## config.mk

```make
export PLATFORM = sky130hd
export DESIGN_NAME = tree_token_mutex_node
export DESIGN_NICKNAME = d
export VERILOG_FILES = /design/src/design/tmn_pkg.sv /design/src/design/tmn_queue.sv /design/src/design/tree_token_mutex_node.sv
export SDC_FILE = /design/constraint.sdc
export NUM_CORES = 1
export LEC_CHECK = 0
export BUFFER_PORTS_ARGS = -buffer_cell sky130_fd_sc_hd__buf_2
export CAP_MARGIN = 20
export CORE_MARGIN = 3
export CORE_UTILIZATION = 50
export DETAILED_ROUTE_END_ITERATION = 6
export HOLD_SLACK_MARGIN = 0.06
export PLACE_DENSITY = 0.73
export SLEW_MARGIN = 20
export SYNTH_ARGS = -nofsm -noshare
export SYNTH_HDL_FRONTEND = slang
export SYNTH_SLANG_ARGS = --single-unit
export TNS_END_PERCENT = 10
```

## constraint.sdc

```tcl
create_clock -name clock -period 3.75 [get_ports clock]
set_input_delay 0.1875 -clock clock [delete_from_list [all_inputs] [get_ports clock]]
set_output_delay 0.1875 -clock clock [all_outputs]
set_load 0.02 [all_outputs]
```

## src/design/tmn_pkg.sv

```systemverilog
package tmn_pkg;

   localparam int ID_W = 5;
   localparam int OP_W = 2;
   localparam int ACT_W = 2;
   localparam int CSR_DATA_W = 32;
   localparam int CSR_ADDR_W = 3;
   localparam int QUEUE_DEPTH_DEF = 8;

   // register indexes, taken from paddr[2]
   localparam logic CSR_SELF_ID = 1'b0;
   localparam logic CSR_INIT_HOLDER = 1'b1;

   typedef enum logic [OP_W-1:0] {
      OP_PRIV  = 2'd0,
      OP_REQ   = 2'd1,
      OP_TICK  = 2'd2,
      OP_DRAIN = 2'd3
   } op_type;

   typedef enum logic [ACT_W-1:0] {
      ACT_CS   = 2'd0,
      ACT_PRIV = 2'd1,
      ACT_REQ  = 2'd2,
      ACT_OVF  = 2'd3
   } act_type;

   typedef enum logic [2:0] {
      ST_IDLE,
      ST_SCAN_RD,
      ST_SCAN_CMP,
      ST_PUSH,
      ST_FRONT_RD,
      ST_FRONT,
      ST_ASK
   } state_type;

   typedef struct packed {
      logic push;
      logic pop;
   } q_ctl_type;

   typedef struct packed {
      logic full;
      logic empty;
   } q_stat_type;

endpackage

```

## src/design/tmn_queue.sv

```systemverilog
module tmn_queue #(
   parameter int DEPTH = tmn_pkg::QUEUE_DEPTH_DEF,
   localparam int PTR_W = $clog2(DEPTH),
   localparam int CNT_W = $clog2(DEPTH + 1)
) (
   input  logic                     clock,
   input  logic                     reset,
   input  tmn_pkg::q_ctl_type       ctl,
   input  logic [tmn_pkg::ID_W-1:0] push_data,
   input  logic [PTR_W-1:0]         rd_off,
   output logic [tmn_pkg::ID_W-1:0] rd_data,
   output logic [CNT_W-1:0]         count,
   output tmn_pkg::q_stat_type      stat
);
   import tmn_pkg::*;

   localparam logic [PTR_W:0] DEPTH_P = (PTR_W + 1)'(DEPTH);
   localparam logic [CNT_W-1:0] DEPTH_C = CNT_W'(DEPTH);

   logic [ID_W-1:0]  mem_ff [DEPTH];
   logic [ID_W-1:0]  rd_data_ff;
   logic [PTR_W-1:0] head_ff, head_in;
   logic [CNT_W-1:0] count_ff, count_in;
   logic [PTR_W-1:0] tail;
   logic [PTR_W-1:0] rd_addr;
   logic             do_push;

   // circular add, both operands below DEPTH
   function automatic logic [PTR_W-1:0] ptr_add(input logic [PTR_W-1:0] a,
                                                input logic [PTR_W-1:0] b);
      logic [PTR_W:0] sum;
      sum = {1'b0, a} + {1'b0, b};
      if (sum >= DEPTH_P) begin
         sum = sum - DEPTH_P;
      end
      return sum[PTR_W-1:0];
   endfunction

   assign stat.full  = (count_ff == DEPTH_C);
   assign stat.empty = (count_ff == '0);
   assign count      = count_ff;
   assign rd_data    = rd_data_ff;
   assign do_push    = ctl.push && !stat.full;
   assign tail       = ptr_add(head_ff, count_ff[PTR_W-1:0]);
   assign rd_addr    = ptr_add(head_ff, rd_off);

   always_comb begin
      head_in  = head_ff;
      count_in = count_ff;
      if (do_push) begin
         count_in = count_ff + CNT_W'(1);
      end else if (ctl.pop && !stat.empty) begin
         head_in  = ptr_add(head_ff, PTR_W'(1));
         count_in = count_ff - CNT_W'(1);
      end
   end

   always_ff @(posedge clock) begin
      if (reset) begin
         head_ff  <= '0;
         count_ff <= '0;
      end else begin
         head_ff  <= head_in;
         count_ff <= count_in;
      end
   end

   always_ff @(posedge clock) begin
      if (do_push) begin
         mem_ff[tail] <= push_data;
      end
      rd_data_ff <= mem_ff[rd_addr];
   end

`ifndef SYNTHESIS
   a_count_bound: assert property (@(posedge clock) disable iff (reset)
      count_ff <= DEPTH_C)
      else $error("queue count beyond depth");

   a_full_push_drops: assert property (@(posedge clock) disable iff (reset)
      ctl.push && stat.full |=> $stable(count_ff))
      else $error("push into full queue changed count");

   a_pop_not_empty: assert property (@(posedge clock) disable iff (reset)
      ctl.pop |-> !stat.empty && !ctl.push)
      else $error("pop from empty queue or with push");
`endif

endmodule

```

## src/design/tree_token_mutex_node.sv

```systemverilog
// one node of a token tree mutual exclusion scheme
// command channel: an event (req_op, req_requester_id) is taken at a clock edge
// where start is high and busy is low
// result channel: each result sits on rsp_action, rsp_dest_id, rsp_last for one
// cycle with rsp_valid high; rsp_last marks the final result of an event
// the receiver cannot stall, so results are never held back
// csr port (apb style, pready tied high): self_id at 0x0, initial_holder at 0x4;
// writing initial_holder also loads the holder pointer
// busy states per event:
//   privilege or request received: none (taken in the accept cycle, result, if
//   any, in the next cycle)
//   request tick: the one id comparator walks the queue entry by entry (memory
//   read, then compare), pushes own id if it is absent, then reads the queue
//   front; drain tick: reads the front, then ST_ASK when a privilege is passed
//   and a request follows
// results are registered and show in the cycle after they are decided; two
// results of one event come from ST_PUSH and ST_FRONT, or ST_FRONT and ST_ASK
// reset: holder = 1, self = 1, asked clear, queue empty, no clearing pass
module tree_token_mutex_node #(
   parameter int QUEUE_DEPTH = tmn_pkg::QUEUE_DEPTH_DEF
) (
   input  logic                           clock,
   input  logic                           reset,
   input  logic                           start,
   output logic                           busy,
   input  logic [tmn_pkg::OP_W-1:0]       req_op,
   input  logic [tmn_pkg::ID_W-1:0]       req_requester_id,
   output logic                           rsp_valid,
   output logic [tmn_pkg::ACT_W-1:0]      rsp_action,
   output logic [tmn_pkg::ID_W-1:0]       rsp_dest_id,
   output logic                           rsp_last,
   input  logic                           psel,
   input  logic                           penable,
   input  logic                           pwrite,
   input  logic [tmn_pkg::CSR_ADDR_W-1:0] paddr,
   input  logic [tmn_pkg::CSR_DATA_W-1:0] pwdata,
   output logic [tmn_pkg::CSR_DATA_W-1:0] prdata,
   output logic                           pready
);
   import tmn_pkg::*;

   localparam int PTR_W = $clog2(QUEUE_DEPTH);
   localparam int CNT_W = $clog2(QUEUE_DEPTH + 1);

   state_type        state_ff, state_in;
   op_type           op_ff, op_in;
   logic [CNT_W-1:0] scan_ff, scan_in;
   logic [ID_W-1:0]  self_id_ff, self_id_in;
   logic [ID_W-1:0]  init_holder_ff, init_holder_in;
   logic [ID_W-1:0]  holder_ff, holder_in;
   logic             asked_ff, asked_in;
   logic             rsp_valid_ff, rsp_valid_in;
   act_type          rsp_action_ff, rsp_action_in;
   logic [ID_W-1:0]  rsp_dest_ff, rsp_dest_in;
   logic             rsp_last_ff, rsp_last_in;

   q_ctl_type        q_ctl;
   q_stat_type       q_stat;
   logic [ID_W-1:0]  q_push_data;
   logic [PTR_W-1:0] q_rd_off;
   logic [ID_W-1:0]  q_rd_data;
   logic [CNT_W-1:0] q_count;

   logic             csr_wr;
   logic             csr_idx;
   logic             holds;
   logic             accept;

   assign pready  = 1'b1;
   assign csr_wr  = psel && penable && pwrite && pready;
   assign csr_idx = paddr[2];
   assign busy    = (state_ff != ST_IDLE);
   assign accept  = start && !busy;
   assign holds   = (holder_ff == self_id_ff);

   assign rsp_valid   = rsp_valid_ff;
   assign rsp_action  = rsp_action_ff;
   assign rsp_dest_id = rsp_dest_ff;
   assign rsp_last    = rsp_last_ff;

   assign q_push_data = (state_ff == ST_IDLE) ? req_requester_id : self_id_ff;
   assign q_rd_off    = (state_ff == ST_SCAN_RD) ? scan_ff[PTR_W-1:0] : '0;

   always_comb begin
      case (csr_idx)
         CSR_SELF_ID:     prdata = CSR_DATA_W'(self_id_ff);
         CSR_INIT_HOLDER: prdata = CSR_DATA_W'(init_holder_ff);
         default:         prdata = '0;
      endcase
   end

   tmn_queue #(
      .DEPTH(QUEUE_DEPTH)
   ) u_queue (
      .clock     (clock),
      .reset     (reset),
      .ctl       (q_ctl),
      .push_data (q_push_data),
      .rd_off    (q_rd_off),
      .rd_data   (q_rd_data),
      .count     (q_count),
      .stat      (q_stat)
   );

   always_comb begin
      state_in       = state_ff;
      op_in          = op_ff;
      scan_in        = scan_ff;
      holder_in      = holder_ff;
      asked_in       = asked_ff;
      self_id_in     = self_id_ff;
      init_holder_in = init_holder_ff;
      q_ctl          = '0;
      rsp_valid_in   = 1'b0;
      rsp_action_in  = rsp_action_ff;
      rsp_dest_in    = rsp_dest_ff;
      rsp_last_in    = rsp_last_ff;

      case (state_ff)
         ST_IDLE: begin
            if (accept) begin
               op_in = op_type'(req_op);
               case (op_type'(req_op))
                  OP_PRIV: holder_in = self_id_ff;
                  OP_REQ: begin
                     q_ctl.push = 1'b1;
                     if (q_stat.full) begin
                        rsp_valid_in  = 1'b1;
                        rsp_action_in = ACT_OVF;
                        rsp_dest_in   = '0;
                        rsp_last_in   = 1'b1;
                     end
                  end
                  OP_TICK: begin
                     scan_in  = '0;
                     state_in = ST_SCAN_RD;
                  end
                  OP_DRAIN: state_in = ST_FRONT_RD;
                  default: state_in = ST_IDLE;
               endcase
            end
         end
         ST_SCAN_RD: begin
            // end of the queue means own id is absent
            state_in = (scan_ff == q_count) ? ST_PUSH : ST_SCAN_CMP;
         end
         ST_SCAN_CMP: begin
            if (q_rd_data == self_id_ff) begin
               state_in = ST_FRONT_RD;
            end else begin
               scan_in  = scan_ff + CNT_W'(1);
               state_in = ST_SCAN_RD;
            end
         end
         ST_PUSH: begin
            q_ctl.push = 1'b1;
            if (q_stat.full) begin
               // a later result follows unless no request can go out
               rsp_valid_in  = 1'b1;
               rsp_action_in = ACT_OVF;
               rsp_dest_in   = '0;
               rsp_last_in   = !holds && asked_ff;
            end
            state_in = ST_FRONT_RD;
         end
         ST_FRONT_RD: state_in = ST_FRONT;
         ST_FRONT: begin
            state_in = ST_IDLE;
            if (op_ff == OP_TICK) begin
               if (holds && !q_stat.empty && q_rd_data == self_id_ff) begin
                  q_ctl.pop     = 1'b1;
                  rsp_valid_in  = 1'b1;
                  rsp_action_in = ACT_CS;
                  rsp_dest_in   = '0;
                  rsp_last_in   = 1'b1;
               end else if (holds && !q_stat.empty) begin
                  q_ctl.pop     = 1'b1;
                  asked_in      = 1'b0;
                  holder_in     = q_rd_data;
                  rsp_valid_in  = 1'b1;
                  rsp_action_in = ACT_PRIV;
                  rsp_dest_in   = q_rd_data;
                  rsp_last_in   = 1'b1;
               end else if (!q_stat.empty && !asked_ff && !holds) begin
                  asked_in      = 1'b1;
                  rsp_valid_in  = 1'b1;
                  rsp_action_in = ACT_REQ;
                  rsp_dest_in   = holder_ff;
                  rsp_last_in   = 1'b1;
               end
            end else begin
               if (holds && !q_stat.empty && q_rd_data != self_id_ff) begin
                  // new holder is a neighbor, so a request follows if more wait
                  q_ctl.pop     = 1'b1;
                  asked_in      = 1'b0;
                  holder_in     = q_rd_data;
                  rsp_valid_in  = 1'b1;
                  rsp_action_in = ACT_PRIV;
                  rsp_dest_in   = q_rd_data;
                  rsp_last_in   = (q_count == CNT_W'(1));
                  state_in      = (q_count == CNT_W'(1)) ? ST_IDLE : ST_ASK;
               end else if (!q_stat.empty && !asked_ff && !holds) begin
                  asked_in      = 1'b1;
                  rsp_valid_in  = 1'b1;
                  rsp_action_in = ACT_REQ;
                  rsp_dest_in   = holder_ff;
                  rsp_last_in   = 1'b1;
               end
            end
         end
         ST_ASK: begin
            asked_in      = 1'b1;
            rsp_valid_in  = 1'b1;
            rsp_action_in = ACT_REQ;
            rsp_dest_in   = holder_ff;
            rsp_last_in   = 1'b1;
            state_in      = ST_IDLE;
         end
         default: state_in = ST_IDLE;
      endcase

      if (csr_wr) begin
         case (csr_idx)
            CSR_SELF_ID: self_id_in = pwdata[ID_W-1:0];
            CSR_INIT_HOLDER: begin
               init_holder_in = pwdata[ID_W-1:0];
               holder_in      = pwdata[ID_W-1:0];
            end
            default: self_id_in = self_id_ff;
         endcase
      end
   end

   always_ff @(posedge clock) begin
      if (reset) begin
         state_ff       <= ST_IDLE;
         self_id_ff     <= ID_W'(1);
         init_holder_ff <= ID_W'(1);
         holder_ff      <= ID_W'(1);
         asked_ff       <= 1'b0;
         rsp_valid_ff   <= 1'b0;
      end else begin
         state_ff       <= state_in;
         self_id_ff     <= self_id_in;
         init_holder_ff <= init_holder_in;
         holder_ff      <= holder_in;
         asked_ff       <= asked_in;
         rsp_valid_ff   <= rsp_valid_in;
      end
   end

   always_ff @(posedge clock) begin
      op_ff         <= op_in;
      scan_ff       <= scan_in;
      rsp_action_ff <= rsp_action_in;
      rsp_dest_ff   <= rsp_dest_in;
      rsp_last_ff   <= rsp_last_in;
   end

`ifndef SYNTHESIS
   a_more_beats_while_busy: assert property (@(posedge clock) disable iff (reset)
      rsp_valid_ff && !rsp_last_ff |-> busy)
      else $error("non-final result beat with sequencer idle");

   a_tick_goes_busy: assert property (@(posedge clock) disable iff (reset)
      accept && (req_op == OP_TICK || req_op == OP_DRAIN) |=> busy)
      else $error("tick accepted but sequencer stayed idle");

   a_asked_with_request: assert property (@(posedge clock) disable iff (reset)
      $rose(asked_ff) |-> rsp_valid_ff && rsp_action_ff == ACT_REQ)
      else $error("asked flag set without a request beat");

   a_scan_in_range: assert property (@(posedge clock) disable iff (reset)
      state_ff == ST_SCAN_CMP |-> scan_ff < q_count)
      else $error("queue scan past the fill count");
`endif

endmodule
```

==> flow_metrics.env, run 1 <==
export IMPL_run_status="completed"
export IMPL_ctsHtreeMaxLevel=3
export IMPL_critical_path_endpoint_type="flip-flop"
export IMPL_drv_cap=0
export IMPL_postRouteAntennaNets=0
export IMPL_antennaDiodeCount=0
export IMPL_pin_count_of_the_biggest_net_entering_global_routing=31
export IMPL_place_hpwl_um=6702
export IMPL_syn_avg_cell_area_um2=11.28
export IMPL_path_max_fanout=11
export IMPL_worst_ir_drop_vdd_v=0.0002496
export IMPL_synthCells=413
export IMPL_slew_viol_final=0
export IMPL_cts_tree="done"
export IMPL_drtIter0Drc=144
export IMPL_clock_sinks=86
export IMPL_grt_antenna_before_repair=0
export IMPL_clkTransAtPathRegs_ps=100
export IMPL_synth_enable_flop_cells=54
export IMPL_grt_overflow_total=0
export IMPL_critPathKind="reg2reg"
export IMPL_postCtsSetupRepairBufs=0
export IMPL_detail_route_vias_per_cell=5.685
export IMPL_initial_core_util_pct=52.39
export IMPL_layout_net_count=497
export IMPL_overall_global_routing_resource_usage_pct=17.77
export IMPL_worst_clock_skew_ps=6.942
export IMPL_p_leak_uw=0.001877
export IMPL_setup_tns_ps=0
export IMPL_endpoint_arrival_time_on_the_critical_path_ps=3320
export IMPL_synth_cell_area_um2=4658
export IMPL_fp_row_count=34
export IMPL_postRouteWirelength_um=9081
export IMPL_netlist_cell_type_count=63
export IMPL_cts_buffers_inserted=9
export IMPL_yosys_register_bits=86
export IMPL_syn_to_final_growth_pct=6.608
export IMPL_postCtsHoldBufs=0
export IMPL_number_of_global_route_vias_before_repair=2883
export IMPL_post_drt_wl_per_cell_um=16.42
export IMPL_io_buffer_count=33
export IMPL_dominantRegCellSynth="sky130_fd_sc_hd__edfxtp_1"
export IMPL_yosys_cell_count_top_type="sky130_fd_sc_hd__edfxtp_1"
export IMPL_holdCritPathClass="in2reg"
export IMPL_core_um2=8891
export IMPL_share_of_flip_flops_with_an_asynchronous_set_or_reset_after_synthesis_pct=0
export IMPL_timing_hold_violations_final=0
export IMPL_dr_pass1_iters=5
export IMPL_clkLatencyLatePin_ps=360
export IMPL_ys_seq_area_share_pct=48.56
export IMPL_pwr_density_cell_nw_per_um2=421.9
export IMPL_r2r_slack_ps=680
export IMPL_fin_crit_sh_pct=81.76
export IMPL_synth_top_cells_by_count="sky130_fd_sc_hd__edfxtp_1, sky130_fd_sc_hd__nor2_1, sky130_fd_sc_hd__dfxtp_1"
export IMPL_finalSetupViolations=0
export IMPL_critical_path_startpoint_type="flip-flop"
export IMPL_cts_root_buf="sky130_fd_sc_hd__clkbuf_8"
export IMPL_worstPathRequired_ps=4010
export IMPL_drc=0
export IMPL_post_synth_main_area_contributors="sky130_fd_sc_hd__edfxtp_1, sky130_fd_sc_hd__dfxtp_1, sky130_fd_sc_hd__mux4_2"
export IMPL_routabilityCongestion=0.8541
export IMPL_die_height_um=102.5
export IMPL_max_slew_worst_pin_slew_ps=951.3
export IMPL_p_total_uw=2095
export IMPL_ctsResizeCount=0
export IMPL_post_route_min_period_ps=3066
export IMPL_slew_limit_headroom_pct=36.45
export IMPL_route_vias_total=3144
export IMPL_fmax_mhz=326.1
export IMPL_fin_worst_hold_slack_ps=78.94
export IMPL_die_area_um2=10510
export IMPL_grt_pass1_wl_um=14410
export IMPL_synthesis_yosys_warnings=0
export IMPL_synth_largest_type_area_fraction_pct=34.81
export IMPL_biggest_area_consumer_among_synthesized_cells="sky130_fd_sc_hd__edfxtp_1"
export IMPL_grt_setup_unrepaired="no"
export IMPL_dpl_cell_area_um2=4772
export IMPL_die_w_um=102.5
export IMPL_post_route_cell_area_um2=4966
export IMPL_boundaryPins=91
export IMPL_cts_root_to_sink_buffers=2
export IMPL_final_layout_size_suffix_gt1_share_pct=22.02
metrics by stage:
step                cells  util (%)  setup slack (ps)
floorplan             439         -              1134
global placement      537     53.67             770.3
detailed placement    537     53.67             720.3
CTS                   553     55.85             676.3
global route          553     55.85             573.6
finish                553     55.85             683.9
path summary, 6_finish.rpt:
kind	cells past startpoint	start	endpoint
min reg2reg	2	init_holder_ff[3]	init_holder_ff[3]
max reg2reg	8	state_ff[1]	u_queue.rd_data[0]
min	3	pwdata[3]	init_holder_ff[3]
max	8	state_ff[1]	u_queue.rd_data[0]
final cells by class:
class | count | area, um2
clock buffers | 9 | 123.9
flip-flops and latches | 86 | 2262
clock inverters | 7 | 70.07
inverters | 12 | 45.04
multi-input cells | 296 | 2150
repair buffers | 35 | 180.2
well taps | 108 | 135.1
fillers | 739 | 3925
placed cells by master, fill, tap and decap left out, types with 7 or more instances in the layout:
| cell type | count |
|---|---|
| sky130_fd_sc_hd__edfxtp_1 | 54 |
| sky130_fd_sc_hd__o21ai_1 | 9 |
| sky130_fd_sc_hd__buf_2 | 33 |
| sky130_fd_sc_hd__ha_1 | 7 |
| sky130_fd_sc_hd__nand2_1 | 28 |
| sky130_fd_sc_hd__nand3_1 | 10 |
| sky130_fd_sc_hd__xor2_1 | 17 |
| sky130_fd_sc_hd__a21oi_1 | 24 |
| sky130_fd_sc_hd__mux2_2 | 15 |
| sky130_fd_sc_hd__nor2_1 | 33 |
| sky130_fd_sc_hd__inv_1 | 11 |
| sky130_fd_sc_hd__mux4_2 | 10 |
| sky130_fd_sc_hd__conb_1 | 28 |
| sky130_fd_sc_hd__clkbuf_8 | 9 |
| sky130_fd_sc_hd__dfxtp_1 | 32 |
| sky130_fd_sc_hd__a31oi_1 | 13 |
| sky130_fd_sc_hd__mux2i_1 | 9 |
cell families after synthesis:
kind of cell	synth area share, %
AO/OA/AOI/OAI	11.93
XOR/XNOR	5.077
adder cells (fa/ha/maj)	2.740
buffers and inverters	7.386
flip-flops	48.56
multiplexers	10.72
other	0.1612
AND/OR/NAND/NOR	13.43
per-layer routing:
metal	GRT usage, %	vias up	share of wire [%]
met5	0	-	0
met4	6.357	0	1.2
met3	3.112	11	4.4
met2	30.39	91	50
met1	22.73	1512	44
li1	-	1530	-
registers in the layout, indices dropped and copies added, names as in the netlist:
register         flops
holder_ff            5
op_ff                2
u_queue.rd_data      5
rsp_dest_id          5
u_queue.head_ff      3
u_queue.mem_ff      40
rsp_last             1
rsp_valid            1
rsp_action           2
asked_ff             1
state_ff             3
init_holder_ff       5
self_id_ff           5
u_queue.count        4
scan_ff              4
report_power, final:
part / switching, uW / internal [uW] / total (uW)
Clock: 385 / 263 / 648
Sequential: 35.9 / 1050 / 1090
Combinational: 231 / 129 / 360
worst max-delay path, stage by stage (launching register included):
cell,delay (ps)
sky130_fd_sc_hd__dfxtp_1,620
sky130_fd_sc_hd__nor2_2,150
sky130_fd_sc_hd__and3_1,240
sky130_fd_sc_hd__ha_1,230
sky130_fd_sc_hd__fa_1,430
sky130_fd_sc_hd__xor2_2,200
sky130_fd_sc_hd__xnor2_4,410
sky130_fd_sc_hd__mux4_2,390
sky130_fd_sc_hd__mux2_2,280
No activity file was read; power rests on OpenSTA's default activity.
==> run 2, diff against run 1 <==
==> constraint.sdc (replaced) <==
create_clock -name clock -period 3.2 [get_ports clock]
set_input_delay 0.16 -clock clock [delete_from_list [all_inputs] [get_ports clock]]
set_output_delay 0.16 -clock clock [all_outputs]
set_load 0.02 [all_outputs]
==> flow_metrics.env, run 2 (synthesis results as in run 1) <==
export IMPL_post_route_cell_area_um2=5042
export IMPL_p_leak_uw=0.001921
export IMPL_timing_hold_violations_final=0
export IMPL_dpl_cell_area_um2=4817
export IMPL_slew_viol_final=0
export IMPL_grt_antenna_before_repair=0
export IMPL_path_max_fanout=7
export IMPL_grt_overflow_total=0
export IMPL_postRouteAntennaNets=0
export IMPL_route_vias_total=3192
export IMPL_die_w_um=102.5
export IMPL_met2_wl_post_dr_um=4499
export IMPL_run_status="completed"
export IMPL_clkTransAtPathRegs_ps=100
export IMPL_die_area_um2=10510
export IMPL_max_slew_worst_pin_slew_ps=965.7
export IMPL_cts_root_to_sink_buffers=2
export IMPL_syn_to_final_growth_pct=8.246
export IMPL_place_hpwl_um=6679
export IMPL_core_um2=8891
export IMPL_fin_crit_sh_pct=84.30
export IMPL_filler_cell_count=738
export IMPL_worst_clock_skew_ps=11.45
export IMPL_met3_wire_len_um=497
export IMPL_pwr_density_cell_nw_per_um2=485.2
export IMPL_critical_path_startpoint_type="flip-flop"
export IMPL_postRouteWirelength_um=9135
export IMPL_dr_max_layer_used="met4"
export IMPL_postCtsSetupRepairBufs=0
export IMPL_overall_global_routing_resource_usage_pct=18.42
export IMPL_layout_cells_most_common_list="sky130_fd_sc_hd__edfxtp_1, sky130_fd_sc_hd__nor2_1, sky130_fd_sc_hd__buf_2"
export IMPL_drtIter0Drc=164
export IMPL_endpoint_arrival_time_on_the_critical_path_ps=2700
export IMPL_route_layer_met1_wl_um=3983
export IMPL_antennaDiodeCount=0
export IMPL_cts_buffers_inserted=9
export IMPL_setup_tns_ps=0
export IMPL_max_flop_register="u_queue.mem_ff"
export IMPL_detail_route_vias_per_cell=5.670
export IMPL_ctsHtreeMaxLevel=3
export IMPL_post_drt_wl_per_cell_um=16.23
export IMPL_worstPathRequired_ps=3200
export IMPL_finalSetupViolations=0
export IMPL_drv_cap=0
export IMPL_largest_register_ff_count=40
export IMPL_io_buffer_count=33
export IMPL_critPathKind="reg2reg"
export IMPL_slew_limit_headroom_pct=35.49
export IMPL_initial_core_util_pct=52.39
export IMPL_p_total_uw=2446
export IMPL_critical_path_endpoint_type="flip-flop"
export IMPL_boundaryPins=91
export IMPL_fp_row_count=34
export IMPL_cts_root_buf="sky130_fd_sc_hd__clkbuf_8"
export IMPL_grt_setup_unrepaired="no"
export IMPL_layout_net_count=507
export IMPL_clkLatencyLatePin_ps=360
export IMPL_numPlacedInstances=543
export IMPL_fin_cells=563
export IMPL_dr_pass1_iters=4
export IMPL_final_common_cell="sky130_fd_sc_hd__edfxtp_1"
export IMPL_clock_sinks=86
export IMPL_worst_ir_drop_vdd_v=0.0003134
export IMPL_die_height_um=102.5
export IMPL_holdCritPathClass="in2reg"
export IMPL_grt_pass1_wl_um=15150
export IMPL_pin_count_of_the_biggest_net_entering_global_routing=31
export IMPL_final_layout_size_suffix_gt1_share_pct=22.86
export IMPL_number_of_global_route_vias_before_repair=3034
export IMPL_cts_tree="done"
export IMPL_post_route_min_period_ps=2698
export IMPL_drc=0
export IMPL_routabilityCongestion=0.8453
export IMPL_fmax_mhz=370.7
==> run 2: cell types whose count changed in the layout (fill, tap and decap cells not counted) <==
cell                            before  now
sky130_fd_sc_hd__inv_8               4    2
sky130_fd_sc_hd__clkinv_2            0    1
sky130_fd_sc_hd__buf_4               2    8
sky130_fd_sc_hd__inv_6               1    3
sky130_fd_sc_hd__dlygate4sd3_1       0    4
sky130_fd_sc_hd__clkinv_4            1    0
==> run 2: worst max-delay path, cell delays in order, from the launching register on <==
cell	delay [ps]
sky130_fd_sc_hd__dfxtp_1	400
sky130_fd_sc_hd__ha_1	250
sky130_fd_sc_hd__fa_1	400
sky130_fd_sc_hd__xnor2_1	150
sky130_fd_sc_hd__xnor2_1	170
sky130_fd_sc_hd__or4_1	510
sky130_fd_sc_hd__nor2_1	450
==> run 2: what timing repair did <==
action | CTS | global route
endpoints found under the setup margin | 0 | 0
hold endpoints to repair | 4 | 0
gates resized for setup | 0 | 0
hold buffers | 4 | 0
==> run 2: power breakdown <==
part	switching (uW)	internal, uW	total, uW	leakage, uW
sequential	35.1	1230	1270	0.000752
combinational	281	162	443	0.00107
clock	436	300	736	0.0000945
total	753	1690	2450	0.00192
==> run 2: layout make-up <==
type                            count  area (um2)  share of cell area (%)
Timing Repair Buffer               45       265.3                   5.261
Inverter                           12       45.04                  0.8933
Multi-Input combinational cell    296        2150                   42.63
Clock inverter                      7       61.31                   1.216
Sequential cell                    86        2262                   44.86
Tap cell                          108       135.1                   2.680
Clock buffer                        9       123.9                   2.457
==> run 2: worst paths after layout <==
check | startpoint | slack, ps | end | cells past startpoint
worst max-delay path | u_queue.count[0] | 500 | u_queue.mem_ff[2][2] | 6
worst min register to register | init_holder_ff[2] | 470 | init_holder_ff[2] | 2
worst min-delay path | req_op[0] | 70 | op_ff[0] | 1
worst max register to register | u_queue.count[0] | 500 | u_queue.mem_ff[2][2] | 6
==> run 2: layer usage <==
layer / up-vias / GRT usage [%]
met1: 1526 / 24.27
met2: 106 / 30.34
met5: - / 0
met3: 17 / 4.060
met4: 0 / 6.054
li1: 1543 / -
==> run 2: stage by stage <==
stage | hold WS [ps] | setup WS (ps) | utilization, %
detailed placement | 433.6 | 487.2 | 54.18
global placement | 417.7 | 544.0 | 54.18
global route | 68.96 | 380.2 | 56.71
floorplan | 258.9 | 583.9 | -
finish | 66.73 | 502.4 | 56.71
CTS | 61.53 | 469.3 | 56.71
==> run 3, diff against run 2 <==
--- a/config.mk
+++ b/config.mk
@@ -5,6 +5,7 @@
 export SDC_FILE = /design/constraint.sdc
 export NUM_CORES = 1
 export LEC_CHECK = 0
+export ABC_AREA = 1
 export BUFFER_PORTS_ARGS = -buffer_cell sky130_fd_sc_hd__buf_2
 export CAP_MARGIN = 20
 export CORE_MARGIN = 3
==> constraint.sdc (replaced) <==
create_clock -name clock -period 2.5 [get_ports clock]
set_input_delay 0.125 -clock clock [delete_from_list [all_inputs] [get_ports clock]]
set_output_delay 0.125 -clock clock [all_outputs]
set_load 0.02 [all_outputs]
==> flow_metrics.env, run 3 <==
export IMPL_run_status="completed"
export IMPL_finalWorstSetupSlack_ps=132.3
export IMPL_holdCritPathClass="in2reg"
export IMPL_netlist_cell_type_count=40
export IMPL_largest_register_ff_count=40
export IMPL_yosys_area_share_xor_xnor_pct=2.811
export IMPL_critical_path_endpoint_type="flip-flop"
export IMPL_fp_row_count=35
export IMPL_synth_cell_area_um2=4941
export IMPL_setup_worst_path_start="state_ff[2]"
export IMPL_share_of_flip_flops_with_an_asynchronous_set_or_reset_after_synthesis_pct=0
export IMPL_endpoint_arrival_time_on_the_critical_path_ps=2660
export IMPL_route_layer_met1_wl_um=4539
export IMPL_filler_cell_count=837
export IMPL_final_layout_size_suffix_gt1_share_pct=15.84
export IMPL_synth_top_cells_by_count="sky130_fd_sc_hd__nand2_1, sky130_fd_sc_hd__inv_1, sky130_fd_sc_hd__edfxtp_1"
export IMPL_slew_viol_final=0
export IMPL_compound_gate_portion_of_the_synthesized_area_pct=11.40
export IMPL_final_common_cell="sky130_fd_sc_hd__nand2_1"
export IMPL_ctsResizeCount=0
export IMPL_overall_global_routing_resource_usage_pct=19.78
export IMPL_synthesis_yosys_warnings=0
export IMPL_die_height_um=105.4
export IMPL_worstPathRequired_ps=2800
export IMPL_synth_top_family_by_area="simple AND/OR/NAND/NOR gates"
export IMPL_postRouteAntennaNets=0
export IMPL_holdCritStartpoint="start"
export IMPL_grt_pass1_wl_um=17760
export IMPL_timing_hold_violations_final=0
export IMPL_drv_cap=0
export IMPL_synth_mux_area_share_pct=1.013
export IMPL_synth_simple_gate_area_share_pct=24.66
export IMPL_critPathKind="reg2reg"
export IMPL_synthCells=609
export IMPL_crit_chain="inv_2 > nand3_1 > nor2_1 > ha_1 > fa_1 > inv_1 > o21ai_0 > nor2_1 > a31oi_1"
export IMPL_die_area_um2=11110
export IMPL_fin_crit_sh_pct=94.71
export IMPL_dominantRegCellSynth="sky130_fd_sc_hd__edfxtp_1"
export IMPL_cts_root_to_sink_buffers=2
export IMPL_ctsHtreeMaxLevel=3
export IMPL_initial_core_util_pct=52.48
export IMPL_met2_wl_post_dr_um=5251
export IMPL_p_leak_uw=0.002451
export IMPL_detail_route_vias_per_cell=5.231
export IMPL_setup_tns_ps=0
export IMPL_drtIter0Drc=325
export IMPL_die_w_um=105.4
export IMPL_cp_slowest_cell="sky130_fd_sc_hd__fa_1"
export IMPL_clkTransAtPathRegs_ps=100
export IMPL_yosys_cell_count_top_type="sky130_fd_sc_hd__nand2_1"
export IMPL_dr_max_layer_used="met5"
export IMPL_finalSetupViolations=0
export IMPL_worst_ir_drop_vdd_v=0.0004236
export IMPL_routabilityCongestion=0.9166
export IMPL_antennaDiodeCount=0
export IMPL_grt_setup_unrepaired="no"
export IMPL_max_flop_register="u_queue.mem_ff"
export IMPL_ys_seq_area_share_pct=45.78
export IMPL_core_um2=9415
export IMPL_cts_buffers_inserted=9
export IMPL_layout_cells_most_common_list="sky130_fd_sc_hd__nand2_1, sky130_fd_sc_hd__inv_1, sky130_fd_sc_hd__edfxtp_1"
export IMPL_worst_clock_skew_ps=9.683
export IMPL_place_hpwl_um=8044
export IMPL_cp_common_cell="sky130_fd_sc_hd__nor2_1"
export IMPL_post_drt_wl_per_cell_um=13.65
export IMPL_fmax_mhz=422.3
export IMPL_grt_overflow_total=0
export IMPL_layout_net_count=715
export IMPL_clkLatencyLatePin_ps=370
export IMPL_number_of_global_route_vias_before_repair=3814
export IMPL_yosys_register_bits=86
export IMPL_grt_antenna_before_repair=1
export IMPL_syn_to_final_growth_pct=10.46
export IMPL_drc=0
export IMPL_cts_tree="done"
export IMPL_pin_count_of_the_biggest_net_entering_global_routing=36
export IMPL_dr_pass1_iters=5
export IMPL_cts_root_buf="sky130_fd_sc_hd__clkbuf_8"
export IMPL_dp_slack_ps=218.8
export IMPL_post_route_min_period_ps=2368
export IMPL_route_vias_total=4143
export IMPL_pwr_density_cell_nw_per_um2=621.6
export IMPL_path_max_fanout=7
export IMPL_synth_largest_type_area_fraction_pct=32.82
export IMPL_synthAdderAreaFrac_pct=2.583
export IMPL_syn_avg_cell_area_um2=8.113
export IMPL_post_synth_main_area_contributors="sky130_fd_sc_hd__edfxtp_1, sky130_fd_sc_hd__dfxtp_1, sky130_fd_sc_hd__nand2_1"
export IMPL_postRouteWirelength_um=10810
export IMPL_synth_enable_flop_cells=54
export IMPL_critical_path_max_stage_delay_ps=680
export IMPL_met3_wire_len_um=767
export IMPL_io_buffer_count=33
export IMPL_critical_path_startpoint_type="flip-flop"
export IMPL_regToRegStartpoint="state_ff[2]"
export IMPL_biggest_area_consumer_among_synthesized_cells="sky130_fd_sc_hd__edfxtp_1"
export IMPL_clock_sinks=86
export IMPL_boundaryPins=91
[run 3: cell count changes after synthesis, moves of 6 or more]
cell / previous run / this run
sky130_fd_sc_hd__nand2b_1: 6 / 0
sky130_fd_sc_hd__nand3_1: 10 / 38
sky130_fd_sc_hd__xor2_1: 17 / 9
sky130_fd_sc_hd__o21ai_0: 3 / 40
sky130_fd_sc_hd__nand2_1: 28 / 166
sky130_fd_sc_hd__mux4_2: 10 / 0
sky130_fd_sc_hd__inv_1: 11 / 61
sky130_fd_sc_hd__inv_2: 1 / 15
sky130_fd_sc_hd__a21oi_1: 24 / 38
sky130_fd_sc_hd__nor3_1: 6 / 0
sky130_fd_sc_hd__mux2_2: 15 / 0
[run 3: final timing paths]
check                       end  depth (start not counted)  slack, ps
max reg2reg  u_queue.rd_data[3]                          9        130
min reg2reg   init_holder_ff[0]                          2        470
max          u_queue.rd_data[3]                          9        130
min                    op_ff[0]                          3        130
[run 3: metal layers]
metal	track usage, %	vias to the layer above
met5	0	-
met4	7.123	2
met3	5.083	31
met2	32.38	177
met1	25.31	1894
li1	-	2039
[run 3: area by class of cell]
type	instances	area, um2	area share (%)
flip-flops and latches	86	2262	41.45
multi-input cells	428	2203	40.37
repair buffers	56	355.3	6.511
inverters	77	294.0	5.387
well taps	129	161.4	2.957
clock buffers	10	127.6	2.338
clock inverters	6	53.80	0.9858
[run 3: cells by family (layout without fill, tap and decap cells)]
| kind of cell | Yosys count | count (layout) |
|---|---|---|
| simple gates | 269 | 269 |
| buf+inv | 121 | 149 |
| compound gates | 102 | 102 |
| flops | 86 | 86 |
| xor+xnor | 15 | 15 |
| fa+ha+maj | 9 | 9 |
| mux | 5 | 5 |
| other cells | 2 | 28 |
[run 3: power by group]
group / internal, uW / leakage [uW] / switching (uW)
logic: 263 / 0.00161 / 551
clock network: 379 / 0.0000894 / 553
registers: 1590 / 0.000750 / 56.5
total: 2230 / 0.00245 / 1160
[run 3: stage by stage]
step / util, % / area (um2) / hold slack, ps / std cells / total power [uW]
floorplan: - / 5039 / 223.9 / 635 / 2288
global placement: 55.30 / 5206 / 351.1 / 769 / 2455
detailed placement: 55.30 / 5206 / 354.7 / 769 / 2476
CTS: 57.97 / 5458 / 119.8 / 792 / 3407
global route: 57.97 / 5458 / 142.0 / 792 / 3584
finish: 57.97 / 5458 / 129.1 / 792 / 3393
[run 3: worst max-delay path, delay by kind of cell, from the launching register on]
kind | cells | cell delay [ps]
adders and majority gates | 2 | 900
AOI/OAI and AO/OA | 2 | 500
buffers and inverters | 2 | 230
DFF | 1 | 420
and+or+nand+nor | 3 | 250
[run 3: timing repair]
| action | 4_1_cts | 5_1_grt |
|---|---|---|
| setup endpoints to repair | 0 | 0 |
| hold buffers | 7 | 0 |
| buffers inserted | 0 | 0 |
| hold endpoints to repair | 13 | 0 |
